**src/uwf_pkg.sv**
```systemverilog
`timescale 1ns / 1ps

package uwf_pkg;

  localparam int FIFO_DEPTH_DEF = 8;
  localparam int BYTE_W = 8;
  localparam int DIV_W = 16;
  localparam int CFG_IDX_W = 3;
  localparam int CFG_DATA_W = 16;
  localparam int LVL_W = 3;
  localparam int CMP_W = 8;

  localparam logic [2:0] BIT_LAST = 3'd7;
  localparam logic [BYTE_W-1:0] LFSR_TAPS = 8'hB8;
  localparam logic [BYTE_W-1:0] LFSR_SEED = 8'h01;

  typedef enum logic [1:0] {
    CMD_TICK     = 2'd0,
    CMD_TX_WRITE = 2'd1,
    CMD_RX_READ  = 2'd2,
    CMD_FRAME    = 2'd3
  } cmd_t;

  typedef enum logic [2:0] {
    PH_IDLE  = 3'd0,
    PH_START = 3'd1,
    PH_DATA  = 3'd2,
    PH_STOP1 = 3'd3,
    PH_STOP2 = 3'd4
  } tx_phase_t;

  localparam logic [CFG_IDX_W-1:0] REG_BAUD_DIV   = 3'd0;
  localparam logic [CFG_IDX_W-1:0] REG_EXTRA_STOP = 3'd1;
  localparam logic [CFG_IDX_W-1:0] REG_TX_WM_LVL  = 3'd2;
  localparam logic [CFG_IDX_W-1:0] REG_RX_WM_LVL  = 3'd3;
  localparam logic [CFG_IDX_W-1:0] REG_TX_IRQ_EN  = 3'd4;
  localparam logic [CFG_IDX_W-1:0] REG_RX_IRQ_EN  = 3'd5;
  localparam logic [CFG_IDX_W-1:0] REG_BIT_TRUE   = 3'd6;

endpackage

```
**src/uart_with_fifos_and_watermark_irq.sv**
```systemverilog
`timescale 1ns / 1ps

// pipeline: the result of an accepted item is registered in the s1 stage and then in the
// output register, from which it is offered
// throughput: one item per clock unless the output stalls; each fifo ram has one read and
// one write port and no item touches more than one access of each in a cycle
// reset: control, pointers, counts and watermarks cleared at once, line idle high,
// lfsr seeded; fifo ram contents are undefined until written, no clearing pass
module uart_with_fifos_and_watermark_irq #(
  parameter int FIFO_DEPTH = uwf_pkg::FIFO_DEPTH_DEF
) (
  input  logic                            clk,
  input  logic                            rst_n,
  input  logic                            in_valid,
  output logic                            in_stall,
  input  logic [1:0]                      in_cmd,
  input  logic [uwf_pkg::BYTE_W-1:0]      in_data_byte,
  input  logic                            in_frame_malformed,
  output logic                            out_valid,
  input  logic                            out_stall,
  output logic                            out_tx_line,
  output logic                            out_irq,
  output logic [uwf_pkg::BYTE_W-1:0]      out_read_data,
  output logic                            out_read_popped,
  output logic                            out_tx_full,
  output logic                            out_tx_pending,
  output logic                            out_rx_pending,
  input  logic                            cfg_valid,
  output logic                            cfg_ready,
  input  logic [uwf_pkg::CFG_IDX_W-1:0]   cfg_index,
  input  logic [uwf_pkg::CFG_DATA_W-1:0]  cfg_data
);

  import uwf_pkg::*;

  localparam int AW = $clog2(FIFO_DEPTH);
  localparam int CW = $clog2(FIFO_DEPTH + 1);
  localparam int SW = AW + 1;

  // configuration
  logic [DIV_W-1:0] div_r;
  logic             stop2_r;
  logic [LVL_W-1:0] txlvl_r;
  logic [LVL_W-1:0] rxlvl_r;
  logic             txen_r;
  logic             rxen_r;
  logic             btm_r;

  // state
  logic [AW-1:0]     tx_head_r, tx_head_nxt;
  logic [CW-1:0]     tx_cnt_r, tx_cnt_nxt;
  logic [AW-1:0]     rx_head_r, rx_head_nxt;
  logic [CW-1:0]     rx_cnt_r, rx_cnt_nxt;
  tx_phase_t         phase_r, phase_nxt;
  logic [2:0]        bit_r, bit_nxt;
  logic [DIV_W-1:0]  tick_r, tick_nxt;
  logic              line_r, line_nxt;
  logic              txwm_r, txwm_nxt;
  logic              rxwm_r, rxwm_nxt;
  logic [BYTE_W-1:0] lfsr_r, lfsr_nxt;
  logic [BYTE_W-1:0] shift_r;
  logic              tx_ld_r;

  // pipeline
  logic s1_v_r, s1_v_nxt;
  logic s1_line_r, s1_irq_r, s1_popped_r, s1_full_r, s1_txwm_r, s1_rxwm_r;
  logic out_valid_r, out_valid_nxt;
  logic out_line_r, out_irq_r, out_popped_r, out_full_r, out_txwm_r, out_rxwm_r;
  logic [BYTE_W-1:0] out_rdata_r;

  logic out_free, s1_adv, acc;
  cmd_t cmd;
  logic is_tick, tx_try, tx_pop, tx_step, tx_push, rx_pop, rx_push;
  logic tx_full, rx_full;
  logic [BYTE_W-1:0] shift_src;
  logic [SW-1:0] tx_sum, rx_sum;
  logic [AW-1:0] tx_tail, rx_tail;
  logic [BYTE_W-1:0] tx_rdata, rx_rdata, rx_wdata;
  logic irq_nxt;

  assign cfg_ready = 1'b1;

  always_ff @(posedge clk) begin
    if (!rst_n) begin
      div_r   <= '0;
      stop2_r <= 1'b0;
      txlvl_r <= '0;
      rxlvl_r <= '0;
      txen_r  <= 1'b0;
      rxen_r  <= 1'b0;
      btm_r   <= 1'b0;
    end else if (cfg_valid && cfg_ready) begin
      case (cfg_index)
        REG_BAUD_DIV:   div_r   <= cfg_data;
        REG_EXTRA_STOP: stop2_r <= cfg_data[0];
        REG_TX_WM_LVL:  txlvl_r <= cfg_data[LVL_W-1:0];
        REG_RX_WM_LVL:  rxlvl_r <= cfg_data[LVL_W-1:0];
        REG_TX_IRQ_EN:  txen_r  <= cfg_data[0];
        REG_RX_IRQ_EN:  rxen_r  <= cfg_data[0];
        REG_BIT_TRUE:   btm_r   <= cfg_data[0];
        default: ;
      endcase
    end
  end

  // handshake and pipeline flow
  assign out_free = !out_valid_r || !out_stall;
  assign s1_adv   = s1_v_r && out_free;
  assign in_stall = s1_v_r && !out_free;
  assign acc      = in_valid && !in_stall;
  assign cmd      = cmd_t'(in_cmd);
  assign is_tick  = acc && (cmd == CMD_TICK);

  assign tx_full = (tx_cnt_r == CW'(FIFO_DEPTH));
  assign rx_full = (rx_cnt_r == CW'(FIFO_DEPTH));

  // pointer arithmetic
  assign tx_sum  = SW'(tx_head_r) + SW'(tx_cnt_r);
  assign rx_sum  = SW'(rx_head_r) + SW'(rx_cnt_r);
  assign tx_tail = (tx_sum >= SW'(FIFO_DEPTH)) ? AW'(tx_sum - SW'(FIFO_DEPTH)) : AW'(tx_sum);
  assign rx_tail = (rx_sum >= SW'(FIFO_DEPTH)) ? AW'(rx_sum - SW'(FIFO_DEPTH)) : AW'(rx_sum);

  // shift byte forwarded from the ram in the cycle after a pop
  assign shift_src = tx_ld_r ? tx_rdata : shift_r;

  // transmitter next state
  always_comb begin
    phase_nxt = phase_r;
    bit_nxt   = bit_r;
    tick_nxt  = tick_r;
    tx_try    = 1'b0;
    tx_pop    = 1'b0;
    tx_step   = 1'b0;
    if (is_tick) begin
      if (phase_r == PH_IDLE) begin
        tx_try  = 1'b1;
        tx_step = 1'b1;
      end else if (tick_r < div_r) begin
        tick_nxt = tick_r + 1'b1;
      end else begin
        tick_nxt = '0;
        tx_step  = 1'b1;
        case (phase_r)
          PH_START: begin
            phase_nxt = PH_DATA;
            bit_nxt   = '0;
          end
          PH_DATA: begin
            if (bit_r == BIT_LAST) begin
              phase_nxt = stop2_r ? PH_STOP1 : PH_STOP2;
            end else begin
              bit_nxt = bit_r + 1'b1;
            end
          end
          PH_STOP1: phase_nxt = PH_STOP2;
          default: begin
            phase_nxt = PH_IDLE;
            tx_try    = 1'b1;
          end
        endcase
      end
      if (tx_try) begin
        if (tx_cnt_r != '0) begin
          tx_pop    = 1'b1;
          phase_nxt = PH_START;
          bit_nxt   = '0;
          tick_nxt  = '0;
        end else begin
          phase_nxt = PH_IDLE;
        end
      end
    end
  end

  // line level
  always_comb begin
    line_nxt = line_r;
    if (tx_step) begin
      case (phase_nxt)
        PH_START: line_nxt = 1'b0;
        PH_DATA:  line_nxt = btm_r ? shift_src[BIT_LAST - bit_nxt] : 1'b0;
        default:  line_nxt = 1'b1;
      endcase
    end
  end

  // fifo bookkeeping and watermarks
  always_comb begin
    tx_push     = acc && (cmd == CMD_TX_WRITE) && !tx_full;
    rx_pop      = acc && (cmd == CMD_RX_READ) && (rx_cnt_r != '0);
    rx_push     = acc && (cmd == CMD_FRAME) && !rx_full;
    tx_head_nxt = tx_head_r;
    tx_cnt_nxt  = tx_cnt_r;
    rx_head_nxt = rx_head_r;
    rx_cnt_nxt  = rx_cnt_r;
    txwm_nxt    = txwm_r;
    rxwm_nxt    = rxwm_r;
    lfsr_nxt    = lfsr_r;
    rx_wdata    = in_data_byte;

    if (tx_pop) begin
      tx_head_nxt = (tx_head_r == AW'(FIFO_DEPTH - 1)) ? '0 : tx_head_r + 1'b1;
      tx_cnt_nxt  = tx_cnt_r - 1'b1;
    end else if (tx_push) begin
      tx_cnt_nxt = tx_cnt_r + 1'b1;
    end
    if (tx_pop || (acc && (cmd == CMD_TX_WRITE))) begin
      txwm_nxt = (tx_cnt_nxt != '0) && (CMP_W'(txlvl_r) <= CMP_W'(tx_cnt_nxt - 1'b1));
    end

    if (rx_pop) begin
      rx_head_nxt = (rx_head_r == AW'(FIFO_DEPTH - 1)) ? '0 : rx_head_r + 1'b1;
      rx_cnt_nxt  = rx_cnt_r - 1'b1;
    end else if (rx_push) begin
      rx_cnt_nxt = rx_cnt_r + 1'b1;
      if (in_frame_malformed) begin
        lfsr_nxt = (lfsr_r >> 1) ^ (lfsr_r[0] ? LFSR_TAPS : '0);
        rx_wdata = lfsr_nxt;
      end
    end
    if ((rx_pop || rx_push) && (CMP_W'(rxlvl_r) <= CMP_W'(rx_cnt_nxt))) begin
      rxwm_nxt = 1'b1;
    end
  end

  assign irq_nxt = (txwm_nxt & txen_r) | (rxwm_nxt & rxen_r);

  uwf_ram #(.WIDTH(BYTE_W), .DEPTH(FIFO_DEPTH)) u_tx_ram (
    .clk   (clk),
    .we    (tx_push),
    .waddr (tx_tail),
    .wdata (in_data_byte),
    .re    (tx_pop),
    .raddr (tx_head_r),
    .rdata (tx_rdata)
  );

  uwf_ram #(.WIDTH(BYTE_W), .DEPTH(FIFO_DEPTH)) u_rx_ram (
    .clk   (clk),
    .we    (rx_push),
    .waddr (rx_tail),
    .wdata (rx_wdata),
    .re    (rx_pop),
    .raddr (rx_head_r),
    .rdata (rx_rdata)
  );

  assign s1_v_nxt      = acc ? 1'b1 : (s1_adv ? 1'b0 : s1_v_r);
  assign out_valid_nxt = s1_adv ? 1'b1 : (out_free ? 1'b0 : out_valid_r);

  always_ff @(posedge clk) begin
    if (!rst_n) begin
      tx_head_r   <= '0;
      tx_cnt_r    <= '0;
      rx_head_r   <= '0;
      rx_cnt_r    <= '0;
      phase_r     <= PH_IDLE;
      bit_r       <= '0;
      tick_r      <= '0;
      line_r      <= 1'b1;
      txwm_r      <= 1'b0;
      rxwm_r      <= 1'b0;
      lfsr_r      <= LFSR_SEED;
      shift_r     <= '0;
      tx_ld_r     <= 1'b0;
      s1_v_r      <= 1'b0;
      out_valid_r <= 1'b0;
      out_rdata_r <= '0;
    end else begin
      tx_head_r   <= tx_head_nxt;
      tx_cnt_r    <= tx_cnt_nxt;
      rx_head_r   <= rx_head_nxt;
      rx_cnt_r    <= rx_cnt_nxt;
      phase_r     <= phase_nxt;
      bit_r       <= bit_nxt;
      tick_r      <= tick_nxt;
      line_r      <= line_nxt;
      txwm_r      <= txwm_nxt;
      rxwm_r      <= rxwm_nxt;
      lfsr_r      <= lfsr_nxt;
      shift_r     <= shift_src;
      tx_ld_r     <= tx_pop;
      s1_v_r      <= s1_v_nxt;
      out_valid_r <= out_valid_nxt;
      if (s1_adv && s1_popped_r) begin
        out_rdata_r <= rx_rdata;
      end
    end
  end

  // result payload
  always_ff @(posedge clk) begin
    if (acc) begin
      s1_line_r   <= line_nxt;
      s1_irq_r    <= irq_nxt;
      s1_popped_r <= rx_pop;
      s1_full_r   <= (tx_cnt_nxt == CW'(FIFO_DEPTH));
      s1_txwm_r   <= txwm_nxt;
      s1_rxwm_r   <= rxwm_nxt;
    end
    if (s1_adv) begin
      out_line_r   <= s1_line_r;
      out_irq_r    <= s1_irq_r;
      out_popped_r <= s1_popped_r;
      out_full_r   <= s1_full_r;
      out_txwm_r   <= s1_txwm_r;
      out_rxwm_r   <= s1_rxwm_r;
    end
  end

  assign out_valid       = out_valid_r;
  assign out_tx_line     = out_line_r;
  assign out_irq         = out_irq_r;
  assign out_read_data   = out_rdata_r;
  assign out_read_popped = out_popped_r;
  assign out_tx_full     = out_full_r;
  assign out_tx_pending  = out_txwm_r;
  assign out_rx_pending  = out_rxwm_r;

endmodule

```
**src/uwf_ram.sv**
```systemverilog
`timescale 1ns / 1ps

module uwf_ram #(
  parameter int WIDTH = 8,
  parameter int DEPTH = 8
) (
  input  logic                     clk,
  input  logic                     we,
  input  logic [$clog2(DEPTH)-1:0] waddr,
  input  logic [WIDTH-1:0]         wdata,
  input  logic                     re,
  input  logic [$clog2(DEPTH)-1:0] raddr,
  output logic [WIDTH-1:0]         rdata
);

  logic [WIDTH-1:0] mem_r [DEPTH];
  logic [WIDTH-1:0] rdata_r;

  always_ff @(posedge clk) begin
    if (we) begin
      mem_r[waddr] <= wdata;
    end
    if (re) begin
      rdata_r <= mem_r[raddr];
    end
  end

  assign rdata = rdata_r;

endmodule
```
**config.mk**
```make
export PLATFORM = sky130hd
export DESIGN_NAME = uart_with_fifos_and_watermark_irq
export DESIGN_NICKNAME = d
export VERILOG_FILES = /design/src/uwf_pkg.sv /design/src/uart_with_fifos_and_watermark_irq.sv /design/src/uwf_ram.sv
export SDC_FILE = /design/constraint.sdc
export NUM_CORES = 1
export LEC_CHECK = 0
export BUFFER_PORTS_ARGS = -buffer_cell sky130_fd_sc_hd__buf_2
export CORE_UTILIZATION = 52
export CTS_CLUSTER_SIZE = 28
export DETAILED_ROUTE_END_ITERATION = 10
export HOLD_SLACK_MARGIN = 0.06
export PLACE_DENSITY = 0.66
export SLEW_MARGIN = 25
export SYNTH_ARGS = -nofsm -noshare
export SYNTH_HDL_FRONTEND = slang
export SYNTH_HIERARCHICAL = 1
export SYNTH_SLANG_ARGS = --single-unit
```
**constraint.sdc**
```tcl
create_clock -name clk -period 3.95 [get_ports clk]
set_input_delay 0.79 -clock clk [delete_from_list [all_inputs] [get_ports clk]]
set_output_delay 0.79 -clock clk [all_outputs]
set_load 0.01 [all_outputs]
```
==> qor.tcl <==
set qor(io_buffers) 50
set qor(synthToLayoutAreaGrowth_pct) 12.8
set qor(timing.hold.worst.class) {reg -> reg}
set qor(seq_area_frac_synth) 0.582
set qor(synth-edff-count) 156
set qor(route.antenna.remaining_nets) 0
set qor(clock_path_buffers) 3
set qor(cts_made_buffers) 26
set qor(drt-pass1-iter-count) 5
set qor(grt_first_pass_wirelength_mm) 35.3
set qor(maxCapViolCount) 0
set qor(final_count_of_negative_setup_slack_endpoints) 0
set qor(setup.worst_path.end_class) {flip-flop}
set qor(viasPerCell) 5.63
set qor(grt_setup_unrepaired) {no}
set qor(tritoncts) {done}
set qor(num_io_pins) 52
set qor(postRouteWirelength_mm) 22.2
set qor(slew_violations) 0
set qor(cell_count_after_synthesis) 883
set qor(layout.cells.non_filler) 1247
set qor(vdd_ir_drop_max_mv) 0.370
set qor(cp_slowest_stage_delay_ns) 0.46
set qor(critical_path_peak_fanout) 9
set qor(detailedPlacementHpwl_mm) 14.8
set qor(final.period_utilization) 0.922
set qor(antennaDiodeCount) 0
set qor(path_clk_slew_ns) 0.06
set qor(cp.required_ns) 4.29
set qor(run_status) {complete, no violations}
set qor(postSynth.asyncResetShare) 0
set qor(grt_pass1_vias) 6719
set qor(die_area_sq_mm) 0.0222
set qor(seq_area_sq_mm) 0.00653
set qor(multi_input_area_sq_mm) 0.00433
set qor(rows) 53
set qor(clkSinkCount) 248
set qor(grt-ovfl-total) 0
set qor(critPathKind) {reg -> reg}
set qor(clk-insertion-delay-late_ns) 0.54
set qor(cp.buffers_inverters) 2
set qor(starting_density_of_the_core) 0.532
set qor(detail_route.wl_per_cell_um) 17.8
set qor(first_iter_violations) 368
set qor(clock_skew_ns) 0.0100
set qor(tns_ns) 0
set qor(cts_max_level) 1
set qor(finalHoldViolations) 0
set qor(dr_total_vias) 7022
set qor(dp.cells) 1199
set qor(grt_antenna_before_repair) 0
set qor(yosys_register_bits) 248
set qor(die_w_um) 149
set qor(nNetsFinal) 1021
set qor(synth_nets) 952
set qor(synth-main-ff-cell) {sky130_fd_sc_hd__edfxtp_1}
set qor(timing.critical_path.cells) {inv_1 -> ha_1 -> or3b_1 -> and2_4 -> nor4_4 -> nand3_2 -> nand2_4 -> inv_1 -> a21oi_1 -> mux2i_1 -> xnor2_1 -> ha_1 -> a21o_1 -> a21oi_1 -> a211oi_2 -> o41ai_1}
set qor(postCtsSetupBuffers) 0
set qor(worst_slew_pin_slew_ns) 0.884
set qor(die_height_um) 149
set qor(cp_data_arrival_time_ns) 3.98
set qor(critical_path.top_delay_family) {simple AND/OR/NAND/NOR gates}
set qor(grt_max_degree) 36
set qor(synth.avg_cell_area_sq_um) 12.7
set qor(achievable-frequency_ghz) 0.275
set qor(final_weighted_congestion_in_routability_driven_placement) 0.855
set qor(max_slew_margin) 0.410
set qor(num-fill-cells) 1704
set qor(grt.total_usage) 0.205
set qor(drive_gt1_frac) 0.172
set qor(power_per_cell_area_mw_per_mm2) 454
set qor(total_leakage_power_nw) 4.60
set qor(drc_errors_left) 0
set qor(synth-warning-count) 6
set qor(synth_area_sq_mm) 0.0112
set qor(critical-path-slowest-cell) {sky130_fd_sc_hd__or3b_1}
set qor(period_needed_ns) 3.64
set qor(core_area_sq_mm) 0.0211
set qor(dpl_worst_slack_ns) 0.217
set qor(timing.critical_path.from_type) {flip-flop}
set qor(synthDistinctLibCells) 79
set qor(setup_slack_ns) 0.309
set qor(cts-root-buf) {sky130_fd_sc_hd__clkbuf_16}
[layer usage]
| layer | track usage | vias up | part of all wire |
|---|---|---|---|
| met2 | 0.338 | 162 | 0.47 |
| met1 | 0.280 | 3397 | 0.46 |
| met5 | 0 | - | 0 |
| li1 | - | 3429 | - |
| met4 | 0.0602 | 0 | 0.021 |
| met3 | 0.0346 | 34 | 0.047 |
[per-stage QoR]
stage | instance area [sq um] | power [mW] | util | hold slack, ns
floorplan | 11200 | 3.30 | - | 0.400
global placement | 11800 | 3.43 | 0.561 | 0.406
detailed placement | 11800 | 3.44 | 0.561 | 0.422
CTS | 12700 | 5.79 | 0.600 | 0.436
global route | 12700 | 5.97 | 0.600 | 0.448
finish | 12700 | 5.74 | 0.600 | 0.432
[flip-flops by register name, summed over array words and instances, names as in the netlist, 3 cells and up]
register / count
u_rx_ram/mem_r: 64
u_tx_ram/mem_r: 64
div_r: 16
tick_r: 16
lfsr_r: 8
out_read_data: 8
shift_r: 8
u_rx_ram/rdata: 8
u_tx_ram/rdata: 8
rx_cnt_r: 4
tx_cnt_r: 4
bit_r: 3
phase_r: 3
rx_head_r: 3
rxlvl_r: 3
tx_head_r: 3
txlvl_r: 3
[area by class of cell]
| type | instances | share of cell area |
|---|---|---|
| inverter | 41 | 0.0122 |
| multi-input combinational | 555 | 0.342 |
| sequential | 248 | 0.516 |
| clock inverter | 11 | 0.00999 |
| clock buffer | 37 | 0.0555 |
| timing repair buffer | 80 | 0.0376 |
| tap | 275 | 0.0272 |
[final timing paths]
path	slack [ns]	endpoint	start	depth (start not counted)
min	0.43	out_tx_line	s1_line_r	0
min reg2reg	0.43	out_tx_line	s1_line_r	0
max reg2reg	0.31	s1_irq_r	tx_cnt_r[1]	16
max	0.31	s1_irq_r	tx_cnt_r[1]	16
[repair_timing]
item | in CTS | in global routing
setup endpoints to repair | 0 | 1
gates resized for setup | 0 | 1
hold buffers | 0 | 0
[power breakdown]
group          internal (mW)  switching [mW]
clock                   1.37           0.981
combinational          0.223           0.298
sequential              2.83          0.0385
[synthesized netlist by cell type (all sizes together), types with 2 or more instances]
master	instances	area, sq um
edfxtp	156	4680
dfxtp	92	1840
nor2	87	327
nand2	75	294
a21oi	60	312
inv	41	154
mux2i	34	340
mux4	33	856
ha	32	400
o21ai	28	148
mux2	24	270
clkbuf	22	83.8
buf	17	138
nand3	17	90.1
nor3	14	80.1
and3	12	75.1
nand2b	11	76.3
nor3b	10	75.1
xnor2	9	78.8
and2	8	52.6
or3	8	55.1
a31oi	7	43.8
a211oi	6	50.1
a21o	6	45.0
nand4	6	37.5
xor2	6	60.1
a32oi	5	43.8
or2	5	31.3
a211o	4	35.0
nor2b	4	25.0
nor4	4	40.0
nand3b	3	22.5
nand4b	3	26.3
o22ai	3	18.8
o31ai	3	22.5
or3b	3	26.3
a2111o	2	22.5
a21boi	2	15.0
a22oi	2	15.0
fa	2	40.0
nor4b	2	23.8
o32ai	2	25.0
[cell usage in the layout, fill, tap and decap left out, types with 4 or more instances in the layout]
cell type,n
sky130_fd_sc_hd__edfxtp_1,156
sky130_fd_sc_hd__ha_1,32
sky130_fd_sc_hd__inv_1,39
sky130_fd_sc_hd__nand3_1,16
sky130_fd_sc_hd__mux2i_1,34
sky130_fd_sc_hd__clkinv_1,5
sky130_fd_sc_hd__mux4_1,30
sky130_fd_sc_hd__nand2b_1,10
sky130_fd_sc_hd__a21oi_1,59
sky130_fd_sc_hd__buf_2,50
sky130_fd_sc_hd__mux2_2,24
sky130_fd_sc_hd__nor3b_1,10
sky130_fd_sc_hd__clkbuf_16,26
sky130_fd_sc_hd__xnor2_1,9
sky130_fd_sc_hd__nor2b_1,4
sky130_fd_sc_hd__nand4_1,6
sky130_fd_sc_hd__dfxtp_1,92
sky130_fd_sc_hd__a21o_1,6
sky130_fd_sc_hd__and3_1,12
sky130_fd_sc_hd__o21ai_0,24
sky130_fd_sc_hd__xor2_1,5
sky130_fd_sc_hd__a211o_1,4
sky130_fd_sc_hd__a32oi_1,5
sky130_fd_sc_hd__clkbuf_1,10
sky130_fd_sc_hd__a31oi_1,7
sky130_fd_sc_hd__buf_4,30
sky130_fd_sc_hd__nor3_1,12
sky130_fd_sc_hd__or3_1,7
sky130_fd_sc_hd__nand2_1,72
sky130_fd_sc_hd__a211oi_1,5
sky130_fd_sc_hd__nor2_1,87
sky130_fd_sc_hd__and2_1,7
[logic make-up (layout without fill, tap and decap cells)]
kind of cell	after synthesis	count (layout)	synth area share
flops	248	248	0.582
mux	91	91	0.131
fa+ha+maj	34	34	0.0393
buf+inv	80	169	0.0335
other cells	1	1	0.000334
xor+xnor	15	15	0.0124
simple gates	273	273	0.122
compound gates	141	141	0.0803
(Power assumes the default switching activity.)
